[config.mk]
export PLATFORM = sky130hd
export DESIGN_NAME = deck_shuffle_draw_core
export DESIGN_NICKNAME = d
export VERILOG_FILES = /design/src/rtl/dsd_pkg.sv /design/src/rtl/dsd_ctrl.sv /design/src/rtl/dsd_datapath.sv /design/src/rtl/deck_shuffle_draw_core.sv
export VERILOG_INCLUDE_DIRS = /design/src /design/src/rtl
export SDC_FILE = /design/constraint.sdc
export NUM_CORES = 2
export LEC_CHECK = 0
export BUFFER_PORTS_ARGS = -buffer_cell sky130_fd_sc_hd__buf_2
export CAP_MARGIN = 25
export CORE_AREA = 2 2 471 706
export CTS_CLUSTER_DIAMETER = 80
export DETAILED_ROUTE_END_ITERATION = 7
export DIE_AREA = 0 0 473 708
export SLEW_MARGIN = 20
export SYNTH_ARGS = -nofsm -noshare
export SYNTH_HDL_FRONTEND = slang
export SYNTH_SLANG_ARGS = --single-unit
[constraint.sdc]
create_clock -name clk -period 11.46 [get_ports clk]
set_input_delay 0 -clock clk [delete_from_list [all_inputs] [get_ports clk]]
set_output_delay 0 -clock clk [all_outputs]
set_load 0.05 [all_outputs]
[src/rtl/deck_shuffle_draw_core_defines.svh]
// Assertion macros for the deck shuffle draw datapath
`ifndef DECK_SHUFFLE_DRAW_CORE_DEFINES_SVH
`define DECK_SHUFFLE_DRAW_CORE_DEFINES_SVH

// Check that cons holds in the same cycle as ante
`define DSD_ASSERT_NOW(lbl, ante, cons, msg) \
  lbl: assert property (@(posedge clk) disable iff (rst) (ante) |-> (cons)) else $error(msg);

// Check that cons holds in the cycle after ante
`define DSD_ASSERT_NEXT(lbl, ante, cons, msg) \
  lbl: assert property (@(posedge clk) disable iff (rst) (ante) |=> (cons)) else $error(msg);

`endif

[src/rtl/dsd_pkg.sv]
// Shared constants, types and sequencer codes for the deck shuffle draw block
package dsd_pkg;

  localparam int CARDS_PER_DECK = 52;
  localparam int RANKS          = 13;
  localparam int SUITS          = 4;
  localparam int DEF_MAX_DECKS  = 10;
  localparam int RAND_W         = 31;
  localparam int RANK_W         = 4;
  localparam int SUIT_W         = 2;
  localparam int DECK_W         = 4;

  typedef struct packed {
    logic [RANK_W-1:0] rank;
    logic [SUIT_W-1:0] suit;
  } card_t;

  typedef enum logic [2:0] {
    S_IDLE,
    S_RELOAD,
    S_MOD,
    S_READ,
    S_CAPT,
    S_SHIFT,
    S_FIN
  } dsd_state_t;

  typedef struct packed {
    logic accept;
    logic reload_step;
    logic mod_step;
    logic read_idx;
    logic capture;
    logic shift_step;
    logic finish;
  } dsd_cmd_t;

  typedef struct packed {
    logic need_reload;
    logic reload_last;
    logic mod_last;
    logic shift_needed;
    logic shift_last;
    logic out_free;
  } dsd_status_t;

endpackage

[src/rtl/dsd_ctrl.sv]
// Sequencer for the deck shuffle draw block: reload, modulo, read, gap close, output
module dsd_ctrl (
  input  logic                 clk,
  input  logic                 rst,
  input  logic                 in_valid,
  output logic                 in_stall,
  input  dsd_pkg::dsd_status_t st,
  output dsd_pkg::dsd_cmd_t    cmd
);
  import dsd_pkg::*;

  dsd_state_t state, state_next;

  // State register
  always_ff @(posedge clk) begin
    if (rst) begin
      state <= S_IDLE;
    end else begin
      state <= state_next;
    end
  end

  // Next state and commands
  always_comb begin
    state_next = state;
    cmd        = '0;
    in_stall   = (state != S_IDLE);
    unique case (state)
      S_IDLE: begin
        if (in_valid) begin
          cmd.accept = 1'b1;
          state_next = st.need_reload ? S_RELOAD : S_MOD;
        end
      end
      S_RELOAD: begin
        cmd.reload_step = 1'b1;
        if (st.reload_last) begin
          state_next = S_MOD;
        end
      end
      S_MOD: begin
        cmd.mod_step = 1'b1;
        if (st.mod_last) begin
          state_next = S_READ;
        end
      end
      S_READ: begin
        cmd.read_idx = 1'b1;
        state_next   = S_CAPT;
      end
      S_CAPT: begin
        cmd.capture = 1'b1;
        state_next  = st.shift_needed ? S_SHIFT : S_FIN;
      end
      S_SHIFT: begin
        cmd.shift_step = 1'b1;
        if (st.shift_last) begin
          state_next = S_FIN;
        end
      end
      S_FIN: begin
        if (st.out_free) begin
          cmd.finish = 1'b1;
          state_next = S_IDLE;
        end
      end
      default: begin
        state_next = S_IDLE;
      end
    endcase
  end

endmodule

[src/rtl/dsd_datapath.sv]
// Datapath for the deck shuffle draw block: card store, modulo unit, output register
module dsd_datapath #(
  parameter int MAX_DECKS = dsd_pkg::DEF_MAX_DECKS
) (
  input  logic                          clk,
  input  logic                          rst,
  input  logic                          cfg_wr_en,
  input  logic [dsd_pkg::DECK_W-1:0]    cfg_wr_data,
  input  logic [dsd_pkg::RAND_W-1:0]    random_value,
  input  dsd_pkg::dsd_cmd_t             cmd,
  output dsd_pkg::dsd_status_t          st,
  output logic                          out_valid,
  input  logic                          out_stall,
  output logic [dsd_pkg::RANK_W-1:0]    card_rank,
  output logic [dsd_pkg::SUIT_W-1:0]    card_suit,
  output logic                          pass_done
);
  import dsd_pkg::*;
  `include "deck_shuffle_draw_core_defines.svh"

  localparam int STORE_DEPTH = MAX_DECKS * CARDS_PER_DECK;
  localparam int AW          = $clog2(STORE_DEPTH);
  localparam int CW          = $clog2(STORE_DEPTH + 1);
  localparam int BW          = $clog2(RAND_W);

  logic [DECK_W-1:0] deck_count;
  logic [DECK_W:0]   decks_ext;
  logic [DECK_W:0]   decks_clamped;
  logic [CW-1:0]     total;
  logic [CW-1:0]     cards_left;
  logic [AW-1:0]     ptr;
  logic [AW-1:0]     ptr_p1;
  logic [AW-1:0]     ptr_p2;
  logic [RANK_W-1:0] rank_cnt;
  logic [SUIT_W-1:0] suit_cnt;
  logic [RAND_W-1:0] rnd;
  logic [CW-1:0]     rem;
  logic [CW:0]       rem_sh;
  logic [BW-1:0]     bit_cnt;
  logic              load_deck;
  card_t             mem [STORE_DEPTH];
  card_t             rd_data;
  card_t             wr_data;
  card_t             drawn;
  logic [AW-1:0]     rd_addr;
  logic              wr_en;

  // Deck count register
  always_ff @(posedge clk) begin
    if (rst) begin
      deck_count <= DECK_W'(1);
    end else if (cfg_wr_en) begin
      deck_count <= cfg_wr_data;
    end
  end

  // Clamp deck count and size the pass
  always_comb begin
    decks_ext = {1'b0, deck_count};
    if (deck_count == '0) begin
      decks_clamped = (DECK_W+1)'(1);
    end else if (decks_ext > (DECK_W+1)'(MAX_DECKS)) begin
      decks_clamped = (DECK_W+1)'(MAX_DECKS);
    end else begin
      decks_clamped = decks_ext;
    end
    total = CW'(decks_clamped * CARDS_PER_DECK);
  end

  assign load_deck = cmd.accept && st.need_reload;
  assign ptr_p1    = ptr + AW'(1);
  assign ptr_p2    = ptr + AW'(2);
  assign rem_sh    = {rem, rnd[RAND_W-1]};

  // Remaining card count
  always_ff @(posedge clk) begin
    if (rst) begin
      cards_left <= '0;
    end else if (load_deck) begin
      cards_left <= total;
    end else if (cmd.finish) begin
      cards_left <= cards_left - CW'(1);
    end
  end

  // Store pointer and reload rank/suit counters
  always_ff @(posedge clk) begin
    if (load_deck) begin
      ptr      <= '0;
      rank_cnt <= '0;
      suit_cnt <= '0;
    end else if (cmd.reload_step) begin
      ptr <= ptr_p1;
      if (rank_cnt == RANK_W'(RANKS - 1)) begin
        rank_cnt <= '0;
        suit_cnt <= suit_cnt + SUIT_W'(1);
      end else begin
        rank_cnt <= rank_cnt + RANK_W'(1);
      end
    end else if (cmd.read_idx) begin
      ptr <= rem[AW-1:0];
    end else if (cmd.shift_step) begin
      ptr <= ptr_p1;
    end
  end

  // Restoring modulo, one dividend bit per cycle
  always_ff @(posedge clk) begin
    if (cmd.accept) begin
      rnd     <= random_value;
      rem     <= '0;
      bit_cnt <= '0;
    end else if (cmd.mod_step) begin
      rnd     <= {rnd[RAND_W-2:0], 1'b0};
      bit_cnt <= bit_cnt + BW'(1);
      if (rem_sh >= {1'b0, cards_left}) begin
        rem <= CW'(rem_sh - {1'b0, cards_left});
      end else begin
        rem <= rem_sh[CW-1:0];
      end
    end
  end

  // Store port selection
  always_comb begin
    wr_en = cmd.reload_step || cmd.shift_step;
    if (cmd.reload_step) begin
      wr_data = '{rank: rank_cnt, suit: suit_cnt};
    end else begin
      wr_data = rd_data;
    end
    if (cmd.read_idx) begin
      rd_addr = rem[AW-1:0];
    end else if (cmd.capture) begin
      rd_addr = ptr_p1;
    end else begin
      rd_addr = ptr_p2;
    end
  end

  // Card store: one write, one registered read
  always_ff @(posedge clk) begin
    if (wr_en) begin
      mem[ptr] <= wr_data;
    end
    rd_data <= mem[rd_addr];
  end

  // Hold the drawn card
  always_ff @(posedge clk) begin
    if (cmd.capture) begin
      drawn <= rd_data;
    end
  end

  // Output register
  always_ff @(posedge clk) begin
    if (rst) begin
      out_valid <= 1'b0;
    end else if (cmd.finish) begin
      out_valid <= 1'b1;
    end else if (!out_stall) begin
      out_valid <= 1'b0;
    end
  end

  always_ff @(posedge clk) begin
    if (cmd.finish) begin
      card_rank <= drawn.rank;
      card_suit <= drawn.suit;
      pass_done <= (cards_left == CW'(1));
    end
  end

  // Status to the sequencer
  always_comb begin
    st.need_reload  = (cards_left == '0) || (cards_left > CW'(STORE_DEPTH));
    st.reload_last  = (CW'(ptr) == cards_left - CW'(1));
    st.mod_last     = (bit_cnt == BW'(RAND_W - 1));
    st.shift_needed = (CW'(ptr) != cards_left - CW'(1));
    st.shift_last   = (CW'(ptr) == cards_left - CW'(2));
    st.out_free     = !out_valid || !out_stall;
  end

  `DSD_ASSERT_NOW(a_left_range, 1'b1, cards_left <= CW'(STORE_DEPTH), "cards_left overflow")
  `DSD_ASSERT_NOW(a_shift_bound, cmd.shift_step, (CW'(ptr) + CW'(1)) < cards_left, "shift past end")
  `DSD_ASSERT_NEXT(a_finish_dec, cmd.finish, cards_left == $past(cards_left) - CW'(1), "no decrement")
  `DSD_ASSERT_NEXT(a_finish_out, cmd.finish, out_valid, "finished beat not presented")

endmodule

[src/rtl/deck_shuffle_draw_core.sv]
// Top level of the deck shuffle draw block: draws cards without replacement
//
// Usage:
//   Configuration: cfg_wr_en with cfg_wr_data sets the number of 52-card decks
//   per pass (0 reads as 1, above MAX_DECKS reads as MAX_DECKS); it is sampled
//   only when the card list reloads at the first draw of a pass.
//   Input channel: in_valid / in_stall / random_value. Each accepted beat draws
//   one card at index random_value mod cards remaining.
//   Output channel: out_valid / out_stall / card_rank, card_suit, pass_done.
//   pass_done marks the last card of the pass; the next draw reloads.
// Draw sequence:
//   After the input beat a draw runs a bit-serial modulo over the 31 bits of
//   random_value, reads the picked card from the store, moves each card behind
//   it down one slot to close the gap (remaining - 1 - index moves) and loads
//   the output register; the next input beat is taken once the sequencer is
//   back in idle. The first draw of a pass first writes one store entry per
//   card (52 x decks) into the card store.
// Reset: rst (synchronous) empties the list and sets the deck count to 1.
// A stalled output holds its beat; a new input beat is taken meanwhile, and its
// result waits in the sequencer until the output register frees.
module deck_shuffle_draw_core #(
  parameter int MAX_DECKS = dsd_pkg::DEF_MAX_DECKS
) (
  input  logic                       clk,
  input  logic                       rst,
  input  logic                       cfg_wr_en,
  input  logic [dsd_pkg::DECK_W-1:0] cfg_wr_data,
  input  logic                       in_valid,
  output logic                       in_stall,
  input  logic [dsd_pkg::RAND_W-1:0] random_value,
  output logic                       out_valid,
  input  logic                       out_stall,
  output logic [dsd_pkg::RANK_W-1:0] card_rank,
  output logic [dsd_pkg::SUIT_W-1:0] card_suit,
  output logic                       pass_done
);
  import dsd_pkg::*;

  dsd_cmd_t    cmd;
  dsd_status_t st;

  // Sequencer
  dsd_ctrl u_ctrl (
    .clk      (clk),
    .rst      (rst),
    .in_valid (in_valid),
    .in_stall (in_stall),
    .st       (st),
    .cmd      (cmd)
  );

  // Card store and arithmetic
  dsd_datapath #(
    .MAX_DECKS (MAX_DECKS)
  ) u_datapath (
    .clk          (clk),
    .rst          (rst),
    .cfg_wr_en    (cfg_wr_en),
    .cfg_wr_data  (cfg_wr_data),
    .random_value (random_value),
    .cmd          (cmd),
    .st           (st),
    .out_valid    (out_valid),
    .out_stall    (out_stall),
    .card_rank    (card_rank),
    .card_suit    (card_suit),
    .pass_done    (pass_done)
  );

endmodule

==> summary.md <==
| Metric | Value |
|---|---|
| #FFs+latches synth | `3,219` |
| Fin nets | `10.4k` |
| Die area | `335,000 sq um` |
| Peak supply drop | `0.335 mV` |
| Sw Share | `40.3%` |
| Ports | `49` |
| Critical Path RT | `12,220 ps` |
| Ys async rst share | `0%` |
| Gate Count Post-Synth | `10.4k` |
| TritonCTS Buffers | `291` |
| CP Capture Type | `register` |
| CTS tree | `done` |
| Synth warn | `0` |
| Vias in the first global route | `85.1k` |
| Synth top area cells | `edfxtp_1 73%, nand2_1 8.1%, nand3_1 4.8%` |
| Setup Crit Path Kind | `reg2reg` |
| Seq/Total Area, Yosys | `73.4%` |
| Post-synth top area cell | `edfxtp_1` |
| Syn-to-layout area delta | `11.9%` |
| First-pass GRT wire length | `644 mm` |
| Die Y | `708 um` |
| Clock network power share | `24.1%` |
| Max-Cap Viols | `0` |
| Status | `finished clean` |
| EDFF count, synth | `3,164` |
| H-tree depth | `5` |
| Tot Pwr | `40,900 uW` |
| Die width | `473 um` |
| Synth Area in Simple Gates | `17.1%` |
| Cell Int Power | `24,400 uW` |
| Grt ovf | `0` |
| Mux contribution to synthesized area | `1.55%` |
| Buffers on Ports | `48` |
| Initial core utilization | `39.9%` |
| Hold Path Class | `in2reg` |
| Final worst setup slack | `4230 ps` |
| Post-synth top area share | `72.5%` |
| Adder-cell area share of the yosys netlist | `0.336%` |
| Hpwl dp | `279 mm` |
| Final ANT Viol Nets | `0` |
| Post-Syn Nets | `10.4k` |
| Final period utilization | `63.1%` |
| Pre-CTS WS | `4430 ps` |
| CTS max path bufs | `4` |
| Relative slew slack | `13.8%` |
| Gpl congestion | `0.931` |
| Critical Path AT | `7990 ps` |
| Worst setup SP type | `register` |
| Fin. Hold Viols | `0` |
| RSZ-0062 raised after global routing | `false` |
| Layout cell share with drive strength beyond 1 | `7.93%` |
| Row cnt | `258` |
| Router iterations before antenna repair | `8` |
| Clk slew on worst S/H paths | `70 ps` |
| F_max | `138 MHz` |
| Crit path time final | `7230 ps` |
| Mean Syn Cell Area | `12.6 sq um` |
| Largest family of logic cells by synthesized area | `simple AND/OR/NAND/NOR gates` |
| Core Footprint | `329,000 sq um` |
| Setup TNS Final | `0 ps` |
| Static Leak | `0.0493 uW` |
| Final setup fails | `0` |
| Tot GR Track Use | `26.8%` |
| Pwr/cell area | `279 nW/um^2` |
| Synth Area in Compound Gates | `4.77%` |
| Post_cts resized | `0` |
| Clock Latency Late Sink | `930 ps` |
| Psw | `16,500 uW` |
| Synth Area in XOR/XNOR | `0.254%` |
| Final wirelength | `462 mm` |
| Ys flop type | `edfxtp_1` |
| Clock sink count | `3,219` |
| Seq pwr share | `38.4%` |
| CTS Hold Bufs | `108` |
| Fin Hold WS | `65.6 ps` |
| Initial antenna violation count | `39` |
| Setup bufs post-CTS | `0` |
| Post-DR wirelength/cell | `31.0 um` |
| Worst slew pin tran | `1290 ps` |
| Via Count | `89.6k` |
| CTS Root Buffer Type | `clkbuf_16` |
| Yosys cell types | `83` |
| Vias per cell | `6.02` |
| DRT iter0 DRCs | `12.2k` |
| Largest net degree at the start of global routing | `204` |
| Fin. max-slew vios | `0` |
| Logic gate share of total power | `37.5%` |
| Synthesized area | `131,000 sq um` |
| Final clock skew | `70.8 ps` |
| Remaining DRCs | `0` |
| Critical path peak fanout | `61` |
==> layout by cell type (no fill, tap or decap), types with 32 or more instances in the layout <==
cell,Yosys,routed
nand3_1,1245,1244
dlygate4sd3_1,0,108
edfxtp_1,3164,3164
nand4_1,128,128
and3_1,214,214
nor2_1,643,616
mux2i_1,162,162
buf_2,308,51
a21oi_1,199,199
nor3_1,42,35
dfxtp_1,55,55
o21ai_0,114,113
a31oi_1,153,152
buf_4,42,202
a311oi_1,65,63
a32oi_1,110,110
nand2_1,2824,2792
clkinv_2,0,53
a211oi_1,88,88
ha_1,32,32
clkbuf_16,0,304
clkbuf_1,270,64
clkinv_1,1,58
==> Yosys cell counts, types with 29 or more instances <==
master	instances
ha_1	32
dfxtp_1	55
mux2i_1	162
o21ai_0	114
buf_4	42
buf_2	308
a211oi_1	88
a31oi_1	153
nand2_1	2824
edfxtp_1	3164
a32oi_1	110
and3_1	214
a21oi_1	199
nand3_1	1245
a311oi_1	65
clkbuf_1	270
inv_1	29
nor2_1	643
nand4_1	128
nor3_1	42
mux2_2	36
buf_1	88
==> path summary, 6_finish.rpt <==
kind	from	endpoint	slack (ps)	cells after the start
worst max-delay path	u_ctrl.state[2]$_SDFFE_PP0P_	u_datapath.rd_data[1]$_DFF_P_	4230	14
worst min-delay path	rst	u_datapath.cards_left[2]$_SDFFE_PP0P_	70	3
worst max register to register	u_ctrl.state[2]$_SDFFE_PP0P_	u_datapath.rd_data[1]$_DFF_P_	4230	14
worst min register to register	u_datapath.drawn[0]$_DFFE_PP_	u_datapath.card_suit[0]$_DFFE_PP_	420	0
==> power by group through the flow <==
stage | clock network (uW) | logic [uW] | registers (uW)
after floorplan | 0 | 8590 | 16400
after global placement | 0 | 14600 | 15900
after detailed placement | 0 | 14900 | 15900
after CTS | 9860 | 15000 | 15700
after global routing | 10300 | 16000 | 15700
final | 9830 | 15300 | 15700
==> state kept, by name, indices dropped and copies added (netlist names) <==
register               count
u_datapath.rnd            31
u_datapath.drawn           6
u_datapath.card_suit       2
u_datapath.card_rank       4
u_ctrl.state               3
u_datapath.out_valid       1
u_datapath.ptr            10
u_datapath.suit_cnt        2
u_datapath.cards_left     10
u_datapath.pass_done       1
u_datapath.rank_cnt        4
u_datapath.rem            10
u_datapath.rd_data         6
u_datapath.mem          3120
u_datapath.deck_count      4
u_datapath.bit_cnt         5
==> worst max-delay path: stages (launching register included) <==
cell      delay (ps)
dfxtp_1          960
and3b_1          580
a32oi_4          320
buf_4            550
and2_4           830
buf_4            590
buf_4            750
mux2i_1          260
a32oi_1           90
nand2_1          160
a211oi_1          60
nor4_1           770
o31ai_1          370
o41ai_1          560
a31oi_1          110
==> cell type report <==
class	instances	area (sq um)
fillers	29300	182000
flip-flops and latches	3219	96100
multi-input cells	6397	32200
clock buffers	368	7850
well taps	4290	5370
repair buffers	391	3440
clock inverters	153	1370
inverters	31	116
diodes	27	67.6
==> routing by layer <==
layer / share of wire [%] / GRT usage, %
met5: 0.025 / 0
met4: 9.1 / 21.9
met2: 47 / 43.2
met3: 9.6 / 5.47
met1: 34 / 31.0
==> cell families after synthesis <==
family	after synthesis
buffers and inverters	744
and+or+nand+nor	5219
adders and majority gates	34
DFF	3219
muxes	198
AOI/OAI and AO/OA	908
xor gates and xnor gates	38
==> metrics by stage <==
step | std cells | cell area, sq um | util [%]
final | 14900 | 147000 | 44.6
after detailed placement | 14200 | 136000 | 41.4
after global placement | 14200 | 136000 | 41.4
after floorplan | 10400 | 131000 | -
after global routing | 14900 | 146000 | 44.6
after CTS | 14800 | 146000 | 44.5
Note: power is estimated with default switching activity, not from simulation.
